`src/hw/rtl/rapq_pkg.sv`:
```
`timescale 1ns / 1ps
// package for the range assign / point query tree
// shared constants, action codes, controller states and control structs
package rapq_pkg;

	localparam int DEF_MAX_LEAVES = 4096;
	localparam int IDX_W = 13;
	localparam int TASK_W = 31;
	localparam int OUT_W = 32;
	localparam int SEQ_W = 32;

	localparam logic [1:0] ACT_CLEAR  = 2'd0;
	localparam logic [1:0] ACT_ASSIGN = 2'd1;
	localparam logic [1:0] ACT_QUERY  = 2'd2;

	typedef enum logic [1:0] {
		ST_CLEAR,
		ST_IDLE,
		ST_ASSIGN,
		ST_QUERY
	} state_t;

	typedef struct packed {
		logic cfg_wr;
		logic clr_start;
		logic clr_step;
		logic asg_load;
		logic asg_step;
		logic q_load;
		logic q_step;
		logic emit;
	} cmd_t;

	typedef struct packed {
		logic clr_done;
		logic asg_ok;
		logic asg_done;
		logic q_done;
	} status_t;

endpackage

```
`src/hw/rtl/rapq_ctrl.sv`:
```
`timescale 1ns / 1ps
// controller state machine of the range assign / point query tree
// depends on rapq_pkg, drives the datapath by command struct
module rapq_ctrl (
	input  logic              clk,
	input  logic              arst_n,
	input  logic              start,
	input  logic [1:0]        action,
	input  logic              cfg_valid,
	input  rapq_pkg::status_t st,
	output rapq_pkg::cmd_t    cmd,
	output logic              busy,
	output logic              cfg_ready
);
	import rapq_pkg::*;

	state_t state_q, state_d;

	always_ff @(posedge clk or negedge arst_n) begin
		if (!arst_n) begin
			state_q <= ST_CLEAR;
		end else begin
			state_q <= state_d;
		end
	end

	always_comb begin
		state_d = state_q;
		cmd = '0;
		busy = (state_q != ST_IDLE);
		cfg_ready = (state_q == ST_IDLE) && !start;
		case (state_q)
			ST_IDLE: begin
				if (start) begin
					case (action)
						ACT_CLEAR: begin
							cmd.clr_start = 1'b1;
							state_d = ST_CLEAR;
						end
						ACT_ASSIGN: begin
							if (st.asg_ok) begin
								cmd.asg_load = 1'b1;
								state_d = ST_ASSIGN;
							end
						end
						ACT_QUERY: begin
							cmd.q_load = 1'b1;
							state_d = ST_QUERY;
						end
						default: begin
						end
					endcase
				end else if (cfg_valid) begin
					cmd.cfg_wr = 1'b1;
					cmd.clr_start = 1'b1;
					state_d = ST_CLEAR;
				end
			end
			ST_CLEAR: begin
				cmd.clr_step = 1'b1;
				if (st.clr_done) state_d = ST_IDLE;
			end
			ST_ASSIGN: begin
				cmd.asg_step = 1'b1;
				if (st.asg_done) state_d = ST_IDLE;
			end
			ST_QUERY: begin
				cmd.q_step = 1'b1;
				if (st.q_done) begin
					cmd.emit = 1'b1;
					state_d = ST_IDLE;
				end
			end
			default: begin
				state_d = ST_IDLE;
			end
		endcase
	end

endmodule

```
`config.mk`:
```
export PLATFORM = sky130hd
export DESIGN_NAME = rapq_ctrl
export DESIGN_NICKNAME = d
export VERILOG_FILES = /design/src/hw/rtl/rapq_pkg.sv /design/src/hw/rtl/rapq_ctrl.sv
export SDC_FILE = /design/constraint.sdc
export NUM_CORES = 1
export LEC_CHECK = 0
export BUFFER_PORTS_ARGS = -buffer_cell sky130_fd_sc_hd__buf_4
export CAP_MARGIN = 40
export CORE_AREA = 2 2 39 41
export CTS_CLUSTER_DIAMETER = 30
export DETAILED_ROUTE_END_ITERATION = 8
export DIE_AREA = 0 0 41 43
export PLACE_DENSITY = 0.54
export SYNTH_ARGS = -nofsm -noshare
export SYNTH_HDL_FRONTEND = slang
export SYNTH_SLANG_ARGS = --single-unit
```
`constraint.sdc`:
```
create_clock -name clk -period 0.9 [get_ports clk]
set_input_delay 0.09 -clock clk [delete_from_list [all_inputs] [get_ports clk]]
set_output_delay 0.09 -clock clk [all_outputs]
set_load 0.05 [all_outputs]
```
==> flow_summary.yaml, run 1 <==
layout:
  top_regs: "state_q (2)"
  syn_to_final_growth_pct: 133
  drive_gt1_share_pct: 72.9
  register_area_um2: 52.6
  largest_reg_flops: 2
  fillCellCount: 143
  antenna_cells: 0
  top_register: "state_q"
  nNetsFinal: 74
  multiInputGateArea_um2: 244
  postLayoutCellArea_um2: 598
logic_synthesis:
  yosysWarnings: 0
  synthArstFlopShare_pct: 100
  seq_area_frac_synth_pct: 19.5
  synthMostInstantiatedCell: "nor2_1"
  syn_inst: 32
  syn_area_per_cell_um2: 8.02
  yosysUniqueCellTypes: 21
  synth_commonest_cells: "4 x nor2_1, 3 x a21oi_1, 3 x ha_1"
  syn-num-nets: 45
  synthTopCellsByArea: "dfrtp_1 20%, ha_1 15%, a21oi_1 5.9%"
  synth-seq-cells: 2
  synth_top_area_share_pct: 19.5
  synth.cell_area_um2: 256
  yosys.area.top_type: "dfrtp_1"
  synth_top_flop_cell: "dfrtp_1"
  synth_edf_count: 0
die:
  fp.dieH_um: 43
  initial_core_util_pct: 18.5
  io_pins: 20
  die_x_um: 41
  core_um2: 1380
  die_area_um2: 1760
  num_rows: 14
timing:
  skew_ps: 3.91
  period_share_pct: 142
  tightest_slew_ps: 266
  setup_viol: 12
  rsz0062_at_grt: "yes"
  final_hold_viol_count: 0
  fin_ws_ps: -377
  max_slew_margin_pct: 82.2
  max_freq_mhz: 783
  maxSlewViolCount: 0
  period_needed_ps: 1280
  finalSetupTns_ps: -3490
power_and_ir_drop:
  sw_frac_of_total_pct: 49.5
  power_density_nw_per_um2: 2690
  ir_drop_mv: 1.27
  p_leak_nw: 0.293
  power_switching_mw: 0.797
  internal_power_mw: 0.812
  p_comb_share_pct: 78.4
  seqPwrFrac_pct: 9.5
  p_clk_share_pct: 12.1
global_route:
  grt_max_degree: 8
  track_usage_pct: 8.02
  grt_pass1_wl_mm: 1.03
  antenna_found_initial: 0
  grtUsageMet2_pct: 12.2
  grtUsageMet1_pct: 11.2
  grt_use_met3_pct: 1.57
  gr-total-overflow: 0
  first_global_vias: 275
  busiest_layer: "met2"
cts:
  clkLatencyLatePin_ps: 220
  cts_num_sinks: 2
  clockBufferDepth: 2
  cts.clk_slew.worst_paths_ps: 30
  cts-root-buf: "clkbuf_4"
  cts.htree.levels: 1
  cts_tree: "done"
  cts_buffers: 3
critical_path:
  critPathKind: "flop to primary output"
  setup.worst_path.end_class: "primary output"
  crit_required_ps: 810
  cp_max_fo: 3
  crit_arrival_ps: 1190
  critPathLaunchType: "flop"
run_status:
  violations: "negative setup slack"
  outcome: "finished, violations left"
placement:
  dpl_cell_area_um2: 484
  dp_hpwl_um: 547
  gp_congestion: 0.728
  portBuffers: 19
run:
  cap_viol_max_count: 0
route:
  wl_per_cell_um: 9.23
  num_vias: 315
  dr.pass1.iters: 2
  antenna_left: 0
  routed_wl_um: 692
  drc: 0
  drt_iter0_drc: 4
  avgViaCountPerCell: 4.20
hold_path:
  min_path_type: "input pin to flop"
-- final cells by class --
type | instances | share of cell area [%]
Clock buffer | 3 | 3.77
Multi-Input combinational cell | 27 | 40.8
Inverter | 3 | 2.72
Sequential cell | 2 | 8.79
Tap cell | 16 | 3.35
Timing Repair Buffer | 24 | 40.6
-- stage by stage --
step | hold slack (ps) | util [%] | power [mW] | std cells | setup WS (ps)
6_report | 179 | 43.2 | 1.61 | 75 | -377
5_1_grt | 184 | 43.2 | 1.70 | 75 | -417
4_1_cts | 180 | 42.3 | 1.59 | 75 | -386
3_5_place_dp | -126 | 35.0 | 1.18 | 70 | -185
3_3_place_gp | -126 | 35.0 | 1.18 | 70 | -188
2_1_floorplan | -206 | - | 0.891 | 32 | -235
-- per-layer routing --
layer  up-vias  share of wire [%]
met1       138                 46
met2        12                 48
met4         0                  0
met5         -                  0
met3         0                5.6
li1        165                  -
-- what timing repair did --
item / CTS / global route
buffers inserted: 1 / 0
resized for setup: 17 / 3
hold endpoints to repair: 2 / 0
hold buffers: 1 / 0
pin swaps: 3 / 0
setup endpoints to repair: 12 / 12
-- path summary, 6_finish.rpt --
path                       startpoint          to  slack, ps  cells after the start
max in group asynchronous      arst_n  state_q[0]        610                      2
hold / removal                  st[1]  state_q[0]        180                      3
hold reg to reg            state_q[1]  state_q[1]        680                      2
setup / recovery           state_q[1]      cmd[4]       -380                      3
setup reg to reg           state_q[1]  state_q[1]       -240                      5
min in group asynchronous      arst_n  state_q[1]        190                      2
-- power groups by stage --
stage | Combinational [mW] | Clock (mW) | Sequential, mW
floorplan | 0.707 | 0 | 0.184
global placement | 1.03 | 0 | 0.151
detailed placement | 1.03 | 0 | 0.151
CTS | 1.23 | 0.204 | 0.154
global route | 1.34 | 0.208 | 0.157
finish | 1.26 | 0.195 | 0.153
-- logic make-up (layout without fill, tap and decap cells) --
family,Yosys count,count (layout),share of synthesized area [%]
compound gates,6,6,15.1
mux,1,1,3.90
buf+inv,3,30,4.39
fa+ha+maj,3,3,14.6
flops,2,2,19.5
simple gates,17,17,42.4
-- placed cells by master (no fill, tap or decap) --
master / synthesis / layout
buf_6: 0 / 8
and3_2: 1 / 2
nor2b_4: 1 / 1
a21oi_4: 0 / 1
clkbuf_4: 0 / 3
o21ai_0: 1 / 1
nor3_2: 1 / 1
dlygate4sd3_1: 0 / 1
nor2_4: 0 / 3
mux2i_1: 1 / 1
nor2b_2: 0 / 1
a21oi_2: 0 / 2
nor3_1: 1 / 1
and2_2: 0 / 1
nand2b_1: 2 / 2
nor2b_1: 2 / 1
and4_4: 0 / 1
a211oi_1: 1 / 1
buf_8: 0 / 4
nand2_1: 1 / 1
inv_6: 0 / 1
a32o_2: 1 / 1
dfrtp_2: 0 / 2
nor2_1: 4 / 1
inv_1: 2 / 2
ha_1: 3 / 3
buf_4: 0 / 11
and2b_1: 1 / 1
-- critical path: stages (launching register included) --
cell	delay, ps
dfrtp_2	410
nor2b_4	170
and4_4	240
buf_8	140
Power figures use the tool's default switching activity.
==> inputs of run 2 (changes only) <==
==> constraint.sdc (replaced) <==
create_clock -name clk -period 0.9 [get_ports clk]
set_input_delay 0.045 -clock clk [delete_from_list [all_inputs] [get_ports clk]]
set_output_delay 0.045 -clock clk [all_outputs]
set_load 0.05 [all_outputs]
==> flow_summary.yaml, run 2 (same netlist as run 1, synthesis figures left out) <==
critical_path:
  crit_arrival_ps: 1230
  cp_max_fo: 3
  setup.worst_path.end_class: "primary output"
  critPathLaunchType: "flop"
  crit_required_ps: 850
  critPathKind: "flop to primary output"
route:
  wl_per_cell_um: 11.2
  routed_wl_um: 861
  num_vias: 343
  drc: 0
  drt_iter0_drc: 2
  antenna_left: 0
  dr.pass1.iters: 3
  avgViaCountPerCell: 4.45
global_route:
  first_global_vias: 293
  grt_max_degree: 8
  grtUsageMet1_pct: 13.5
  gr-total-overflow: 0
  grt_pass1_wl_mm: 1.20
  grtUsageMet2_pct: 12.8
  grt_use_met3_pct: 1.57
  track_usage_pct: 10.4
  antenna_found_initial: 0
  busiest_layer: "met1"
layout:
  fillCellCount: 139
  syn_to_final_growth_pct: 136
  final_core_util_pct: 43.8
  final_common_cell: "buf_4"
  antenna_cells: 0
  largest_reg_flops: 2
  final_cell_mix: "14 x buf_4, 8 x buf_6, 3 x ha_1, 3 x clkbuf_4, 3 x buf_8"
  drive_gt1_share_pct: 72.1
  nNetsFinal: 76
  top_register: "state_q"
  top_regs: "state_q (2)"
timing:
  setup_viol: 12
  skew_ps: 2.92
  period_share_pct: 142
  final_hold_viol_count: 0
  max_freq_mhz: 781
  maxSlewViolCount: 0
  fin_ws_ps: -380
  max_slew_margin_pct: 75.4
  period_needed_ps: 1280
  rsz0062_at_grt: "yes"
  tightest_slew_ps: 367
cts:
  cts_buffers: 3
  cts.htree.levels: 1
  cts_num_sinks: 2
  clkLatencyLatePin_ps: 240
  cts_tree: "done"
  clockBufferDepth: 2
  cts-root-buf: "clkbuf_4"
  cts.clk_slew.worst_paths_ps: 30
power_and_ir_drop:
  power_density_nw_per_um2: 2690
  power_mw: 1.63
  p_leak_nw: 0.301
  ir_drop_mv: 0.794
placement:
  pre_cts_ws_ps: -163
  dp_hpwl_um: 615
  gp_congestion: 0.688
  portBuffers: 19
run_status:
  outcome: "finished, violations left"
  violations: "negative setup slack"
die:
  num_rows: 14
  core_um2: 1380
  io_pins: 20
  die_x_um: 41
  fp.dieH_um: 43
  initial_core_util_pct: 18.5
  die_area_um2: 1760
run:
  cap_viol_max_count: 0
hold_path:
  min_path_type: "input pin to flop"
## run 2: critical path, cell delays in order, from the launching register on
cell and delay, ps:
dfrtp_2 410, nor2b_4 200, and4_4 250, buf_8 140
## run 2: metrics by stage
stage	instances	hold WS (ps)	TNS (ps)	area [um^2]
after floorplan	32	-251	-1200	305
after global routing	77	140	-3840	606
final	77	127	-3400	606
after global placement	72	-170	-901	505
after CTS	77	129	-3300	596
after detailed placement	72	-169	-1000	505
## run 2: layout make-up
| type | count | area [um^2] | share of cell area [%] |
|---|---|---|---|
| sequential | 2 | 52.6 | 8.68 |
| clock buffer | 3 | 22.5 | 3.72 |
| timing repair buffer | 26 | 250 | 41.3 |
| multi-input combinational | 27 | 241 | 39.9 |
| tap | 16 | 20.0 | 3.31 |
| inverter | 3 | 18.8 | 3.10 |
## run 2: power by group
part	leakage (nW)	internal, mW	switching (mW)	total [mW]
Clock	0.0138	0.148	0.0660	0.214
Sequential	0.0219	0.127	0.0193	0.146
Combinational	0.265	0.520	0.749	1.27
## run 2: routing by layer
layer  vias to the layer above  part of all wire, %
met2                        14                   50
met5                         -                    0
met4                         0                  2.8
met3                         3                  6.7
met1                       158                   40
li1                        168                    -
## run 2: path summary, 6_finish.rpt
path | from | cells past startpoint | slack (ps) | end
setup / recovery | state_q[1] | 3 | -380 | cmd[4]
min in group asynchronous | arst_n | 2 | 140 | state_q[1]
max in group asynchronous | arst_n | 2 | 660 | state_q[0]
hold / removal | st[1] | 3 | 130 | state_q[0]
hold reg to reg | state_q[1] | 2 | 680 | state_q[1]
setup reg to reg | state_q[1] | 5 | -260 | state_q[1]
## run 2: what timing repair did
item,4_1_cts,5_1_grt
gates cloned,0,0
setup buffers,1,0
endpoints found under the hold margin,2,0
hold buffers,1,0
pin swaps,4,1
setup endpoints to repair,12,12
gates resized for setup,14,2
==> inputs of run 3 (changes only) <==
clock period = 1.1 ns   (was 0.9 ns; I/O delays follow)
==> flow_summary.yaml, run 3 (same netlist as run 1, synthesis figures left out) <==
run_status:
  outcome: "finished, violations left"
  violations: "negative setup slack"
route:
  antenna_left: 0
  drt_iter0_drc: 2
  dr.pass1.iters: 2
  routed_wl_um: 666
  wl_per_cell_um: 9.00
  avgViaCountPerCell: 4.30
  drc: 0
  num_vias: 318
layout:
  antenna_cells: 0
  postLayoutCellArea_um2: 571
  top_regs: "state_q (2)"
  largest_reg_flops: 2
  top_register: "state_q"
  final_cells: 74
  drive_gt1_share_pct: 65.5
  final_cell_mix: "12 x buf_4, 6 x buf_6, 4 x buf_8"
  final_core_util_pct: 41.2
  final_common_cell: "buf_4"
  nNetsFinal: 73
  syn_to_final_growth_pct: 122
  fillCellCount: 132
cts:
  clkLatencyLatePin_ps: 230
  cts-root-buf: "clkbuf_4"
  cts.clk_slew.worst_paths_ps: 30
  cts.htree.levels: 1
  cts_buffers: 3
  cts_tree: "done"
  clockBufferDepth: 2
  cts_num_sinks: 2
die:
  io_pins: 20
  fp.dieH_um: 43
  die_area_um2: 1760
  core_um2: 1380
  die_x_um: 41
  initial_core_util_pct: 18.5
  num_rows: 14
critical_path:
  critPathKind: "flop to primary output"
  cp_max_fo: 3
  crit_required_ps: 1040
  setup.worst_path.end_class: "primary output"
  crit_arrival_ps: 1180
  reg2reg_to: "state_q[1]"
  reg2reg_from: "state_q[1]"
  endpoint: "cmd[4]"
  cp_slowest_cell: "dfrtp_1"
  slowest_delay_ps: 390
  crit_chain: "nor2b_4, and4_4, buf_8"
  startpoint: "state_q[1]"
  ff2ff_setup_slack_ps: -60
  critPathLaunchType: "flop"
  ff2ff_path_depth: 5
global_route:
  grtUsageMet1_pct: 11.3
  grt_pass1_wl_mm: 1.19
  grtUsageMet2_pct: 15.0
  busiest_layer: "met2"
  antenna_found_initial: 0
  track_usage_pct: 9.84
  first_global_vias: 319
  grt_use_met3_pct: 6.28
  grt_max_degree: 9
  gr-total-overflow: 0
run:
  cap_viol_max_count: 0
timing:
  final_hold_viol_count: 0
  setup_viol: 9
  tightest_slew_ps: 238
  max_freq_mhz: 808
  skew_ps: 5.85
  rsz0062_at_grt: "yes"
  period_needed_ps: 1240
  period_share_pct: 112
  finalSetupTns_ps: -703
  max_slew_margin_pct: 84.1
  maxSlewViolCount: 0
  fin_ws_ps: -137
hold_path:
  min_path_type: "input pin to flop"
power_and_ir_drop:
  power_density_nw_per_um2: 2210
  ir_drop_mv: 0.923
  p_leak_nw: 0.285
placement:
  dpl_cell_area_um2: 470
  dp_cells: 69
  pre_cts_ws_ps: 49.3
  gp_congestion: 0.666
  portBuffers: 19
-- run 3: through the flow --
stage                     power (mW)  hold slack (ps)
after floorplan                0.711             -241
after global placement         0.949             -162
after detailed placement       0.945             -160
after CTS                       1.23              130
after global routing            1.33              153
final                           1.26              132
-- run 3: power by group --
part	switching [mW]	internal (mW)	total, mW	leakage (nW)
logic	0.575	0.406	0.981	0.247
clock network	0.0426	0.120	0.163	0.0138
registers	0.0174	0.0991	0.117	0.0242
-- run 3: per-layer routing --
metal	wire length, um	vias up
li1	-	163
met1	289	144
met2	325	11
met3	51	0
met4	0	0
met5	0	-
-- run 3: what timing repair did --
item                                    CTS  global route
buffers inserted                          1             0
endpoints found under the setup margin   10            12
endpoints found under the hold margin     2             0
hold buffers                              1             0
pin swaps                                 2             0
resized for setup                        13             4
-- run 3: critical path, delay by kind of cell (launching register included) --
| kind | cells | cell delay, ps |
|---|---|---|
| buffers and inverters | 1 | 140 |
| and+or+nand+nor | 2 | 430 |
| DFF | 1 | 390 |
-- run 3: final cells by class --
class	instances	area [um^2]	share of cell area (%)
flip-flops and latches	2	50.0	8.77
multi-input cells	27	234	41.0
inverters	3	16.3	2.85
well taps	16	20.0	3.51
clock buffers	3	22.5	3.95
repair buffers	23	228	39.9
-- run 3: worst min path at each step --
stage                     cells after the start   start    endpoint
after floorplan                               0  arst_n  state_q[0]
after global placement                        1  arst_n  state_q[1]
after detailed placement                      1  arst_n  state_q[1]
final                                         3   st[1]  state_q[0]
after global routing                          3   st[1]  state_q[0]
after CTS                                     3   st[1]  state_q[0]
